## config.mk

```make
export PLATFORM = sky130hd
export DESIGN_NAME = signed_integer_literal_parser_unit
export DESIGN_NICKNAME = d
export VERILOG_FILES = /design/src/rtl/silp_pkg.sv /design/src/rtl/silp_core.sv /design/src/rtl/silp_out_reg.sv /design/src/rtl/signed_integer_literal_parser_unit.sv
export VERILOG_INCLUDE_DIRS = /design/src /design/src/rtl
export SDC_FILE = /design/constraint.sdc
export NUM_CORES = 1
export LEC_CHECK = 0
export ABC_AREA = 1
export BUFFER_PORTS_ARGS = -buffer_cell sky130_fd_sc_hd__buf_2
export CORE_MARGIN = 5
export CORE_UTILIZATION = 61
export CTS_CLUSTER_SIZE = 28
export DETAILED_ROUTE_END_ITERATION = 10
export GPL_TIMING_DRIVEN = 0
export HOLD_SLACK_MARGIN = 0.03
export PLACE_DENSITY_LB_ADDON = 0.3
export SKIP_LAST_GASP = 1
export SLEW_MARGIN = 20
export SYNTH_ARGS = -nofsm -noshare
export SYNTH_HDL_FRONTEND = slang
export SYNTH_HIERARCHICAL = 1
export SYNTH_SLANG_ARGS = --single-unit
```

## constraint.sdc

```tcl
create_clock -name clk -period 4.3 [get_ports clk]
set_clock_uncertainty 0.15 [all_clocks]
set_input_delay 0.43 -clock clk [delete_from_list [all_inputs] [get_ports clk]]
set_output_delay 0.43 -clock clk [all_outputs]
set_load 0.03 [all_outputs]
```

## src/rtl/signed_integer_literal_parser_unit_macros.svh

```systemverilog
`ifndef SIGNED_INTEGER_LITERAL_PARSER_UNIT_MACROS_SVH
`define SIGNED_INTEGER_LITERAL_PARSER_UNIT_MACROS_SVH

// same-cycle implication, checked on clk, off during reset
`define SILP_ASSERT_NOW(label, ante, cons, msg) \
  label: assert property (@(posedge clk) disable iff (rst) (ante) |-> (cons)) \
    else $error(msg);

// next-cycle implication, checked on clk, off during reset
`define SILP_ASSERT_NEXT(label, ante, cons, msg) \
  label: assert property (@(posedge clk) disable iff (rst) (ante) |=> (cons)) \
    else $error(msg);

`endif

```

## src/rtl/silp_pkg.sv

```systemverilog
package silp_pkg;

  typedef enum logic [2:0] {
    PH_DONE   = 3'd0,
    PH_START  = 3'd1,
    PH_SIGNED = 3'd2,
    PH_ZERO   = 3'd3,
    PH_HEX    = 3'd4,
    PH_QUOTE  = 3'd5,
    PH_DEC    = 3'd6
  } phase_t;

  localparam logic [7:0] CH_MINUS = 8'h2d;
  localparam logic [7:0] CH_0     = 8'h30;
  localparam logic [7:0] CH_9     = 8'h39;
  localparam logic [7:0] CH_LX    = 8'h78;
  localparam logic [7:0] CH_UX    = 8'h58;
  localparam logic [7:0] CH_LA    = 8'h61;
  localparam logic [7:0] CH_LF    = 8'h66;
  localparam logic [7:0] CH_UA    = 8'h41;
  localparam logic [7:0] CH_UF    = 8'h46;
  localparam logic [7:0] CH_QUOTE = 8'h27;
  localparam logic [7:0] HEX_TEN  = 8'd10;

  typedef struct packed {
    logic        valid;
    logic [31:0] value;
  } res_t;

endpackage

```

## src/rtl/silp_core.sv

```systemverilog
`include "signed_integer_literal_parser_unit_macros.svh"

module silp_core import silp_pkg::*; (
  input  logic       clk,
  input  logic       rst,
  input  logic       item_valid,
  input  logic       step_en,
  input  logic [7:0] ch,
  input  logic       first,
  output res_t       res
);

  phase_t      phase, phase_next;
  logic        negative, negative_next;
  logic [31:0] acc, acc_next;

  always_comb begin
    phase_t      ph;
    logic        neg;
    logic [31:0] a;
    logic [31:0] fin;
    logic        fin_en;
    logic        dec_ok;
    logic        hex_ok;
    logic [3:0]  hex_d;
    logic [31:0] acc_dec;

    ph  = phase;
    neg = negative;
    a   = acc;
    if (first) begin
      ph  = PH_START;
      neg = 1'b0;
      a   = '0;
    end

    dec_ok  = (ch inside {[CH_0:CH_9]});
    acc_dec = (a << 3) + (a << 1) + {28'd0, ch[3:0]};

    hex_ok = 1'b1;
    hex_d  = ch[3:0];
    if (ch inside {[CH_LA:CH_LF]}) begin
      hex_d = 4'(ch - CH_LA + HEX_TEN);
    end else if (ch inside {[CH_UA:CH_UF]}) begin
      hex_d = 4'(ch - CH_UA + HEX_TEN);
    end else if (!dec_ok) begin
      hex_ok = 1'b0;
    end

    phase_next    = ph;
    negative_next = neg;
    acc_next      = a;
    fin_en        = 1'b0;
    fin           = a;

    case (ph)
      PH_START, PH_SIGNED: begin
        if (ph == PH_START && ch == CH_MINUS) begin
          negative_next = 1'b1;
          phase_next    = PH_SIGNED;
        end else if (ch == CH_0) begin
          phase_next = PH_ZERO;
        end else if (ch == CH_QUOTE) begin
          phase_next = PH_QUOTE;
        end else if (dec_ok) begin
          acc_next   = acc_dec;
          phase_next = PH_DEC;
        end else begin
          fin_en = 1'b1;
        end
      end
      PH_ZERO: begin
        if (ch == CH_LX || ch == CH_UX) begin
          phase_next = PH_HEX;
        end else if (dec_ok) begin
          acc_next   = acc_dec;
          phase_next = PH_DEC;
        end else begin
          fin_en = 1'b1;
        end
      end
      PH_DEC: begin
        if (dec_ok) begin
          acc_next = acc_dec;
        end else begin
          fin_en = 1'b1;
        end
      end
      PH_HEX: begin
        if (hex_ok) begin
          acc_next = {a[27:0], hex_d};
        end else begin
          fin_en = 1'b1;
        end
      end
      PH_QUOTE: begin
        fin    = {24'd0, ch};
        fin_en = 1'b1;
      end
      default: begin
        phase_next = PH_DONE;
      end
    endcase

    if (fin_en) begin
      phase_next = PH_DONE;
    end

    res.valid = item_valid && fin_en;
    res.value = neg ? (32'd0 - fin) : fin;
  end

  always_ff @(posedge clk) begin
    if (rst) begin
      phase    <= PH_DONE;
      negative <= 1'b0;
      acc      <= '0;
    end else if (step_en) begin
      phase    <= phase_next;
      negative <= negative_next;
      acc      <= acc_next;
    end
  end

  `SILP_ASSERT_NEXT(a_finish_to_done, step_en && res.valid, phase == PH_DONE, "finish did not return to done")
  `SILP_ASSERT_NOW(a_quote_finishes, item_valid && !first && phase == PH_QUOTE, res.valid, "quoted character gave no result")
  `SILP_ASSERT_NOW(a_done_silent, item_valid && !first && phase == PH_DONE, !res.valid, "result after end of number")

endmodule

```

## src/rtl/silp_out_reg.sv

```systemverilog
module silp_out_reg import silp_pkg::*; (
  input  logic        clk,
  input  logic        rst,
  input  logic        load,
  input  res_t        res,
  input  logic        out_stall,
  output logic        out_valid,
  output logic [31:0] out_value,
  output logic        free
);

  assign free = !out_valid || !out_stall;

  always_ff @(posedge clk) begin
    if (rst) begin
      out_valid <= 1'b0;
    end else if (load) begin
      out_valid <= res.valid;
    end else if (!out_stall) begin
      out_valid <= 1'b0;
    end
  end

  always_ff @(posedge clk) begin
    if (load) begin
      out_value <= res.value;
    end
  end

endmodule

```

## src/rtl/signed_integer_literal_parser_unit.sv

```systemverilog
// A result is offered once the character that ends the number has passed the input register,
// the parse step and the result register. Throughput: one character per cycle while not stalled.
// A result waiting under stall does not block the next character unless it also ends a number.
// Reset (rst, synchronous): input and result registers empty, parser done and awaiting a
// first character, sign and accumulated value cleared.
module signed_integer_literal_parser_unit import silp_pkg::*; (
  input  logic               clk,
  input  logic               rst,
  input  logic               in_valid,
  output logic               in_stall,
  input  logic [7:0]         ch,
  input  logic               first,
  output logic               out_valid,
  input  logic               out_stall,
  output logic signed [31:0] value
);

  logic        in_full;
  logic [7:0]  ch_r;
  logic        first_r;
  logic        advance;
  logic        accept;
  logic        free;
  logic [31:0] out_value;
  res_t        res;

  assign advance  = in_full && (!res.valid || free);
  assign in_stall = in_full && !advance;
  assign accept   = in_valid && !in_stall;

  always_ff @(posedge clk) begin
    if (rst) begin
      in_full <= 1'b0;
    end else if (accept) begin
      in_full <= 1'b1;
    end else if (advance) begin
      in_full <= 1'b0;
    end
  end

  always_ff @(posedge clk) begin
    if (accept) begin
      ch_r    <= ch;
      first_r <= first;
    end
  end

  silp_core u_core (
    .clk        (clk),
    .rst        (rst),
    .item_valid (in_full),
    .step_en    (advance),
    .ch         (ch_r),
    .first      (first_r),
    .res        (res)
  );

  silp_out_reg u_out (
    .clk       (clk),
    .rst       (rst),
    .load      (advance && res.valid),
    .res       (res),
    .out_stall (out_stall),
    .out_valid (out_valid),
    .out_value (out_value),
    .free      (free)
  );

  assign value = signed'(out_value);

endmodule

```

### Yosys cells after proc, flatten, opt, wreduce, memory -nomap -nowiden

Index checks and enable logic that the tools add are counted.

* bits in registers: 79
* memories: 0
* memory bits (writable): 0
* memory bits (read-only): 0
* output and inout bits: 34
* logic and storage cells: 90
* latch bits: 0

* $add $sub $neg: 7
* shifts and indexed selects: 0
* mux-type cells: 37
* reductions and logical operators: 20
* equality and inequality tests: 12
* multipliers: 0
* divide/modulo/power cells: 0
* bitwise gates (word level): 0
* magnitude comparators: 6

Operators by type and width (number)
* 32-bit 2-to-1 mux: 9
* 32-bit case mux with 4 select lines: 1
* 32-bit adder: 1
* 32-bit by 4-bit adder with 32-bit output: 1
* 1-bit by 32-bit subtractor with 32-bit output, first input constant: 1
* 8-bit by 6-bit equality test with 1-bit output, second input constant: 3
* 3-bit 2-to-1 mux: 7
* 8-bit by 7-bit equality test with 1-bit output, second input constant: 2
* 8-bit by 7-bit >= comparator with 1-bit output, second input constant: 2
* 8-bit by 7-bit less-or-equal comparator with 1-bit output, second input constant: 2
* 1-bit 2-to-1 mux: 16
* 3-bit equality test, second input constant: 3
* 1-bit logical AND: 9
* 3-bit case mux with 3 select lines: 1
* 4-bit adder, second input constant: 2
* 8-bit by 6-bit >= comparator with 1-bit output, second input constant: 1
* 8-bit by 6-bit less-or-equal comparator with 1-bit output, second input constant: 1
* 4-bit 2-to-1 mux: 2
* 4-bit by 1-bit subtractor with 4-bit output, second input constant: 2
* 3-bit by 2-bit equality test with 1-bit output, second input constant: 2
* 1-bit zero test: 5
* 1-bit case mux with 5 select lines: 1
* 3-bit by 1-bit equality test with 1-bit output, second input constant: 1
* 1-bit logical OR: 3
* 4 further kinds: 4

### Longest topological paths before layout

Gate-level depths: netlist of the first run.

* depth in word-level cells: 16
* depth in mapped cells: 24
* mapped depth without buffers: 23

### Cells and area by module

Netlist of the first run, hierarchy kept.

Modules (own cells, without submodules)
* silp_core: area each 6321.1 µm², times used 1, cells an instance 1113, seq. area each 720.7 µm²
* silp_out_reg: area each 1008.5 µm², times used 1, cells an instance 40, seq. area each 980.9 µm²
* signed_integer_literal_parser_unit: area each 344.1 µm², times used 1, cells an instance 21, seq. area each 290.3 µm²

### Least setup slack after synthesis of the first run

OpenSTA, ideal clock, no wires.

* path kind: reg2reg
* from: reg ch_r[1]
* to: reg u_core.acc[21]
* cell stages (with the launch flop): 24
* arrival: 3.131 ns
* period minus slack after synthesis: 3.351 ns
* slack: 0.949 ns
* setup time: 0.070 ns
* path through: edfxtp_1 -> inv_1 -> ha_1 -> nand2_1 -> nor2_1 -> nand2_1 -> inv_1 -> nor2_1 -> nand2_1 -> nand2_1 -> nand2_1 -> nand2_1 -> a21oi_1 -> nor2_1 -> a21oi_2 -> clkinv_1 -> nor2_4 -> inv_2 -> nor2_4 -> inv_2 -> buf_6 -> o22ai_1 -> inv_1 -> a21oi_1

RTL lines
* start: declaration: line signed_integer_literal_parser_unit.sv:19 `logic [7:0] ch_r;`
* start signal: assignment: line signed_integer_literal_parser_unit.sv:43 `ch_r <= ch;`
* end signal: assignment: line silp_core.sv:121 `acc <= acc_next;`
* end: declaration: line silp_core.sv:15 `logic [31:0] acc, acc_next;`

==> summary.md, run 1 <==
| Metric | Value |
|---|---|
| # fillers | between 1000 and 1500 |
| Fin area | approximately 8400 um2 |
| 1st-pass router iterations | 6 |
| Worst R2R Start | ch_r[0] |
| Final Util | between 60 and 70% |
| Register area share after synthesis | between 20% and 30% |
| Die area | around 15000 um2 |
| GRT Overall Usage | between 30% and 40% |
| Cell variety after synth | 53 |
| Hold Path Class | input pin to register |
| Worst Path Required | 4.41 ns |
| Share of cells above drive strength 1 | between 10% and 20% |
| Status | finished clean |
| Ant. Diodes | 0 |
| Crit-path cells | inv_1, ha_1, nand2_1, nor2_1, nand2_1, inv_1, nor2_1, nand2_1, nand2_1, nand2_1, nand2_1, a21oi_2, nor2_1, a21oi_4, inv_4, nor2_4, buf_4, nand2_1, nand2_1, nand3_1, nand2_1, nand2_1, a21oi_1 |
| Max VDD drop | ~0.26 mV |
| Critical path arrival | 4.11 ns |
| H-Tree Depth | 3 |
| Leak | about 4.4 nW |
| Syn nets | roughly 1300 |
| Fmax | between 200 and 250 MHz |
| CP Max Fanout | 10 |
| Largest net degree at the start of global routing | 35 |
| Max incr delay on CP | approximately 0.43 ns |
| Cell Pwr Density | approximately 210 nW/um2 |
| Die height | between 100 and 150 um |
| Syn Area/Cell | approximately 6.5 um2 |
| Setup Viol. Count Final | 0 |
| Startpoint Class | register |
| Vias in the first global route | between 7000 and 8000 |
| Post-Synth Adder-Cell Area | 10.4% |
| Die Wd | roughly 120 um |
| Tmin final | ~4.0 ns |
| Top Family by Delay on Critical Path | simple AND/OR/NAND/NOR gates |
| Post-CTS Setup Inserts | 0 |
| Worst Reg-to-Reg Cells | 23 |
| Vias | between 8000 and 9000 |
| Vias per Instance | 5.73 |
| Post-synth EDFFs | between 40 and 50 |
| Final hold vios | 0 |
| Root Driver | clkbuf_16 |
| Number of buffers created by CTS | 9 |
| Flops & latches, synth | ~80 |
| Commonest non-fill, non-tap cell in the layout | nand2_1 |
| Synth Instances | around 1200 |
| Most numerous cell on the critical path | nand2_1 |
| Hold endpoint | ch_r[7] |
| Worst Tran Pin Value | between 0.7 and 0.8 ns |
| Syn. warnings | 6 |
| Setup slack after layout | between 0.2 and 0.3 ns |
| Post-detail-place hpwl | about 18000 um |
| Post-Syn Area | around 7700 um2 |
| Row cnt | a little over 40 |
| DRC Markers | 0 |
| Worst-Skew Late Latency | about 0.34 ns |
| Simple-gate share of the synthesized area | roughly 35% |
| Unrepaired setup endpoints after global routing | false |
| R2R Setup Slk | between 0.2 and 0.3 ns |
| Global route overflow | 0 |
| Post-synth top flop | edfxtp_1 |
| CTS tree | yes |
| Pins Over Slew Limit | 0 |
| Core footprint | 12500 um2 |
| # nets final | 1307 |
| IO Port Bufs | 46 |
| Area of the multi-input gates | roughly 5000 um2 |
| Sequential Area | around 2000 um2 |
| Synth Area in Compound Gates | between 10% and 20% |
| Starting Density | 61.6% |
| RR Endpoint | u_core/acc[28] |
| HP Start | ch[7] |
| Post-Layout Cell Count | ~1400 |
| Routed len/inst | ~16 um |
| Placed Cells | 1392 |
| Worst hold path stage count | 1 |
| Setup WS pre-CTS | -0.0279 ns |
| Setup CP Type | register to register |
| Multiplexer area fraction after synthesis | 0% |
| Final WL | 22400 um |
| RD Place Congestion | roughly 1.0 |
| Final Cycle Share | 93.1% |
| Synth-to-Final Area Change | 9.77% |
| Placed cell area | 8120 um2 |
| Clk sinks | between 70 and 80 |
| Rel. slew slack | a little over half |
| Hold_ws | roughly 0.11 ns |
| First-pass GRT wire length | about 36000 um |
| Antenna-violating nets left | 0 |
| Buf+Inv Stages, Crit Path | 4 |
| Most frequent cells in the layout | nand2_1, inv_1, nor2_1, a21oi_1, nand3_1 |
| Io pins | 47 |
| CTS Buffer Depth | 2 |
| CTS clock-pin slew for the worst setup and hold paths | approximately 0.060 ns |
| CP endpoint kind | register |
| First-iteration detailed-routing DRC count | 1008 |
| Post-synth ARST share | 0% |
| Initial antenna violation count | 0 |
| Largest family of logic cells by synthesized area | simple AND/OR/NAND/NOR gates |
| Post-Synth XOR/XNOR Area | 4.55% |
| Critical path's slowest cell | edfxtp_1 |
| Max Cap Violations | 0 |
where the power goes:
part | internal (W) | switching [W]
logic | 0.0000524 | 0.000145
registers | 0.000802 | 0.0000104
clock network | 0.000449 | 0.000304
total | 0.00130 | 0.000459
flip-flops by register name (all words and copies together), names as in the netlist:
register / count
u_core/phase: 3
first_r: 1
u_out/out_valid: 1
u_core/negative: 1
u_out/out_value: 32
in_full: 1
ch_r: 8
u_core/acc: 32
worst max-delay path by stage:
stage	to	from	cells past startpoint	slack [ns]
after floorplan	u_core/acc[21]	ch_r[1]	23	0.95
after CTS	u_core/acc[28]	ch_r[1]	23	0.07
after global routing	u_core/acc[29]	ch_r[0]	23	0.02
final	u_core/acc[28]	ch_r[0]	23	0.30
after global placement	u_core/acc[28]	ch_r[1]	23	0.05
after detailed placement	u_core/acc[28]	ch_r[1]	23	-0.03
kinds of logic (layout without fill, tap and decap cells):
| logic type | after synthesis | in the layout |
|---|---|---|
| fa+ha+maj | 63 | 63 |
| xor+xnor | 39 | 39 |
| flops | 79 | 79 |
| compound gates | 205 | 205 |
| simple gates | 614 | 614 |
| buf+inv | 174 | 236 |
worst register-to-register path: stages, from the launching register on:
cell and delay (ns):
edfxtp_1 0.43, inv_1 0.21, ha_1 0.22, nand2_1 0.08, nor2_1 0.19, nand2_1 0.23, inv_1 0.15, nor2_1 0.07
nand2_1 0.07, nand2_1 0.08, nand2_1 0.12, nand2_1 0.08, a21oi_2 0.21, nor2_1 0.16, a21oi_4 0.31, inv_4 0.13
nor2_4 0.14, buf_4 0.19, nand2_1 0.25, nand2_1 0.14, nand3_1 0.08, nand2_1 0.07, nand2_1 0.05, a21oi_1 0.13
cell usage after synthesis (2+ instances only):
cell type  count  area (um2)
a31oi_1        3        18.8
inv_2         13        48.8
or2_2          2        12.5
o21ai_2        5        43.8
inv_1        134         503
o21ai_0       61         305
nor2_4         7        78.8
a22oi_1        3        22.5
nor2_2         6        37.5
nor2_1       126         473
o21ai_1        8        40.0
nor3_1        11        55.1
nor3_4         2        32.5
nand4_1        5        31.3
o21bai_1       6        45.0
nand2_2       12        75.1
nand3_2        2        20.0
a32oi_1        2        17.5
a21oi_2        2        17.5
clkbuf_1      10        37.5
buf_2          6        30.0
dfxtp_1       38         761
nand3_1       68         340
xor2_1        33         289
buf_6          6        67.6
xnor2_1        5        43.8
nand2_1      355        1330
a21o_1         6        45.0
edfxtp_1      41        1230
ha_1          62         776
nor4_1         2        12.5
o211ai_1       4        30.0
nand3b_1       8        60.1
o22ai_1       10        62.6
nand2_4        4        45.0
a21oi_1       89         445
repair_timing:
item / in CTS / in global routing
resized for setup: 1 / 3
hold buffers: 0 / 0
setup endpoints to repair: 12 / 18
per-layer routing:
metal | track usage [%] | part of all wire [%] | vias to the layer above
met2 | 49.6 | 46 | 404
met1 | 40.2 | 42 | 3637
met5 | 0 | 0 | -
li1 | - | - | 3956
met4 | 13.1 | 3.7 | 0
met3 | 5.15 | 8.9 | 73
area by class of cell:
cell class / count / share of cell area [%]
Clock inverter: 6 / 0.728
Tap cell: 172 / 2.55
Inverter: 150 / 6.83
Timing Repair Buffer: 46 / 2.73
Clock buffer: 10 / 2.72
Buffer: 24 / 1.74
Sequential cell: 79 / 23.6
Multi-Input combinational cell: 921 / 59.0
per-stage QoR:
stage,total power [W],TNS (ns)
after floorplan,0.000962,0
after global placement,0.00101,0
after detailed placement,0.00102,-0.0947
after CTS,0.00175,0
after global routing,0.00182,0
final,0.00176,0
Power figures use the tool's default switching activity.
==> run 2, diff against run 1 <==
--- a/config.mk
+++ b/config.mk
@@ -6,7 +6,6 @@
 export SDC_FILE = /design/constraint.sdc
 export NUM_CORES = 1
 export LEC_CHECK = 0
-export ABC_AREA = 1
 export BUFFER_PORTS_ARGS = -buffer_cell sky130_fd_sc_hd__buf_2
 export CORE_MARGIN = 5
 export CORE_UTILIZATION = 61
==> run 2 against run 1 <==
Fmax is 4.4% lower. Clock-buffer cell count is 6 higher. Die area is 6.9% lower. Non-clock buffer count is 32 higher. Final cell count is 20% lower. Via count is 5.9% lower. First-iteration DRC count is 34% higher. Global-route usage is 2.0 points higher. Setup slack worse by 0.18 ns. Design area is 4.5% lower. Sequential power is 2% higher. Synthesized cell count is 22% lower. Critical endpoint unchanged. Largest cell class unchanged.
==> summary.md, run 2 <==
| Metric | Value |
|---|---|
| Startpoint Class | register |
| CP endpoint kind | register |
| Vias per Instance | 6.77 (+18%) |
| Final hold vios | 0 (unchanged) |
| Register area share after synthesis | 28.1% (+2.1 points) |
| Row cnt | 39 (-4.9%) |
| Post-synth top area cell | edfxtp_1 |
| Clk sinks | 79 (unchanged) |
| CP Capture Point | u_core/acc[28] |
| Die area | 13900 um2 (-6.9%) |
| Most frequent cells in the layout | nand2_1, a21oi_1, nor2_1, o21ai_0, ha_1 |
| Synth top area cells | edfxtp_1, ha_1, dfxtp_1 |
| Hold Path Class | input pin to register |
| Synth Instances | 912 (-22%) |
| Leak | 3.43 nW (-22%) |
| Fmax | 239 MHz (-4.4%) |
| Final WL | 23300 um (+4.0%) |
| Setup CP Type | register to register |
| CTS clock-pin slew for the worst setup and hold paths | 0.06 ns (about the same) |
| Hold_ws | 0.107 ns (-0.00566 ns) |
| Fin area | 8040 um2 (-4.5%) |
| Worst path depth | 16 (-30%) |
| Post-synth top cells | nand2_1, a21oi_1, nor2_1 |
| Post-synth top flop | edfxtp_1 |
| Post-detail-place hpwl | 17300 um (-3.0%) |
| Rel. slew slack | 25.7% (-27 points) |
| Tmin final | 4.19 ns (+0.183 ns) |
| Status | finished clean |
| Synth-to-Final Area Change | 13.3% |
| Top Family by Delay on Critical Path | compound AO/OA/AOI/OAI gates |
| Max incr delay on CP | 0.46 ns (+0.03 ns) |
| Post-synth ARST share | 0% (unchanged) |
| Max VDD drop | 0.214 mV (-19%) |
| Root Driver | clkbuf_16 |
| RD Place Congestion | 0.995 (-4.5%) |
| Worst Tran Pin Value | 1.11 ns (+0.394 ns) |
| Crit-path cells | buf_6, buf_6, buf_8, nor2b_1, ha_1, fa_1, a21o_1, a21oi_2, o21ai_0, nand2_2, o311ai_4, a21oi_2, o21bai_1, a31oi_1, xor2_1, a2111oi_2 |
| Unrepaired setup endpoints after global routing | true |
| 1st-pass router iterations | 8 (+2) |
| Vias | 7596 (-5.9%) |
| Worst Reg-to-Reg Cells | 16 (-30%) |
| Cell Pwr Density | 229 nW/um2 (+9.3%) |
| Starting Density | 62.1% (+0.58 points) |
| DRC Markers | 0 (unchanged) |
| Final Cycle Share | 97.4% (+4.3 points) |
| Cell variety after synth | 73 (+38%) |
| Io pins | 47 (unchanged) |
| Syn Area/Cell | 7.78 um2 (+19%) |
| Critical path arrival | 4.27 ns (+0.16 ns) |
| Setup Viol. Count Final | 0 (unchanged) |
| Worst Path Required | 4.38 ns (-0.03 ns) |
| H-Tree Depth | 3 (unchanged) |
| Syn nets | 988 (-21%) |
| CTS Buffer Depth | 2 (unchanged) |
| Worst-Skew Late Latency | 0.34 ns (about the same) |
| Design Power | 0.00184 W (+4.3%) |
| Post-synth EDFFs | 41 (unchanged) |
| Global route overflow | 0 (unchanged) |
| Routed len/inst | 20.7 um (+30%) |
| Largest net degree at the start of global routing | 33 (-5.7%) |
| Post-Syn Area | 7100 um2 (-7.5%) |
| CTS tree | yes |
| Buf+Inv Stages, Crit Path | 3 (-1) |
| GRT Overall Usage | 32.6% (+2.0 points) |
| Share of cells above drive strength 1 | 13.1% (+1.7 points) |
| Number of buffers created by CTS | 9 (unchanged) |
| R2R Setup Slk | 0.11 ns (-0.18 ns) |
| Flops & latches, synth | 79 (unchanged) |
| Setup WS pre-CTS | -1.40 ns (-1.38 ns) |
| Top-area cell type share of the netlist area | 17.4% (about the same) |
| Max Cap Violations | 0 (unchanged) |
| Most common cell in the netlist | nand2_1 |
| Setup slack after layout | 0.113 ns (-0.183 ns) |
| Initial antenna violation count | 1 (+1) |
| # nets final | 1050 (-20%) |
| First-pass GRT wire length | 36700 um (+1.4%) |
| Core footprint | 11400 um2 (-8.4%) |
| Syn. warnings | 6 (unchanged) |
| Antenna-violating nets left | 0 (unchanged) |
| CP Max Fanout | 10 (unchanged) |
| Critical path's slowest cell | fa_1 |
| RR Endpoint | u_core/acc[28] |
| Die Wd | 118 um (-3.5%) |
| Worst R2R Start | first_r |
| First-iteration detailed-routing DRC count | 1352 (+34%) |
| Vias in the first global route | 6899 (-7.2%) |
| Die height | 118 um (-3.5%) |
| Registers with the most flip-flops | u_core/acc (32), u_out/out_value (32), ch_r (8) |
| Commonest non-fill, non-tap cell in the layout | nand2_1 |
| Pins Over Slew Limit | 0 (unchanged) |
| IO Port Bufs | 46 (unchanged) |
| Ant. Diodes | 0 (unchanged) |
| CP startpoint | first_r |
| Placed cell area | 7530 um2 (-7.2%) |
## run 2: cell types whose count changed after synthesis, moves of 26 or more
cell      before  now
clkbuf_1      10   37
nand2_1      355  111
xnor2_1        5   31
nor2_1       126  100
nand3_1       68   13
inv_1        134   21
nor2b_1        0   31
## run 2: through the flow
step	std cells	setup TNS [ns]	util, %
after global routing	1122	-0.137	70.4
after floorplan	912	0	-
final	1122	0	70.4
after CTS	1122	-0.0326	69.8
after global placement	1101	-60.29	65.7
after detailed placement	1102	-34.24	66.0
## run 2: cells by family after synthesis
| family | synth area share (%) |
|---|---|
| AOI/OAI and AO/OA | 27.5 |
| xor gates and xnor gates | 5.92 |
| adders and majority gates | 11.2 |
| buffers and inverters | 4.06 |
| DFF | 28.1 |
| muxes | 1.01 |
| and+or+nand+nor | 22.3 |
## run 2: worst reg2reg max path, stage by stage, from the launching register on
cell	delay, ns
edfxtp_1	0.43
buf_6	0.19
buf_6	0.16
buf_8	0.17
nor2b_1	0.30
ha_1	0.33
fa_1	0.46
a21o_1	0.18
a21oi_2	0.19
o21ai_0	0.13
nand2_2	0.15
o311ai_4	0.16
a21oi_2	0.26
o21bai_1	0.11
a31oi_1	0.23
xor2_1	0.12
a2111oi_2	0.36
## run 2: metal layers
| layer | vias to the layer above | track usage, % | part of all wire, % |
|---|---|---|---|
| li1 | 3469 | - | - |
| met1 | 3462 | 42.7 | 38 |
| met2 | 565 | 50.7 | 45 |
| met3 | 98 | 7.78 | 12 |
| met4 | 2 | 15.1 | 4.2 |
| met5 | - | 0 | 0.073 |
## run 2: cell type report
class / instances / area, um2
well taps: 143 / 179
fillers: 976 / 3380
inverters: 22 / 82.6
multi-input cells: 760 / 4960
flip-flops and latches: 79 / 1990
clock buffers: 16 / 282
plain buffers: 48 / 239
repair buffers: 54 / 303
## run 2: worst min-delay path by stage
stage	start	endpoint	depth (start not counted)
final	ch[4]	ch_r[4]	1
after global routing	first	first_r	1
after CTS	ch[4]	ch_r[4]	1
after detailed placement	u_core/acc[18]	u_core/acc[18]	2
after global placement	u_core/acc[9]	u_core/acc[9]	2
after floorplan	u_core/acc[18]	u_core/acc[18]	2
## run 2: what timing repair did
action                                  in CTS  in global routing
gates resized for setup                     35                 26
pin swaps                                    2                  1
endpoints found under the setup margin      44                 23
cloned                                       0                  0
hold buffers                                 0                  0
buffers inserted                             6                  1
## run 2: where the power goes
part / switching [W] / internal (W) / leakage [nW] / total, W
registers: 0.0000201 / 0.000807 / 0.678 / 0.000827
clock network: 0.000299 / 0.000440 / 0.137 / 0.000739
logic: 0.000182 / 0.0000903 / 2.61 / 0.000272
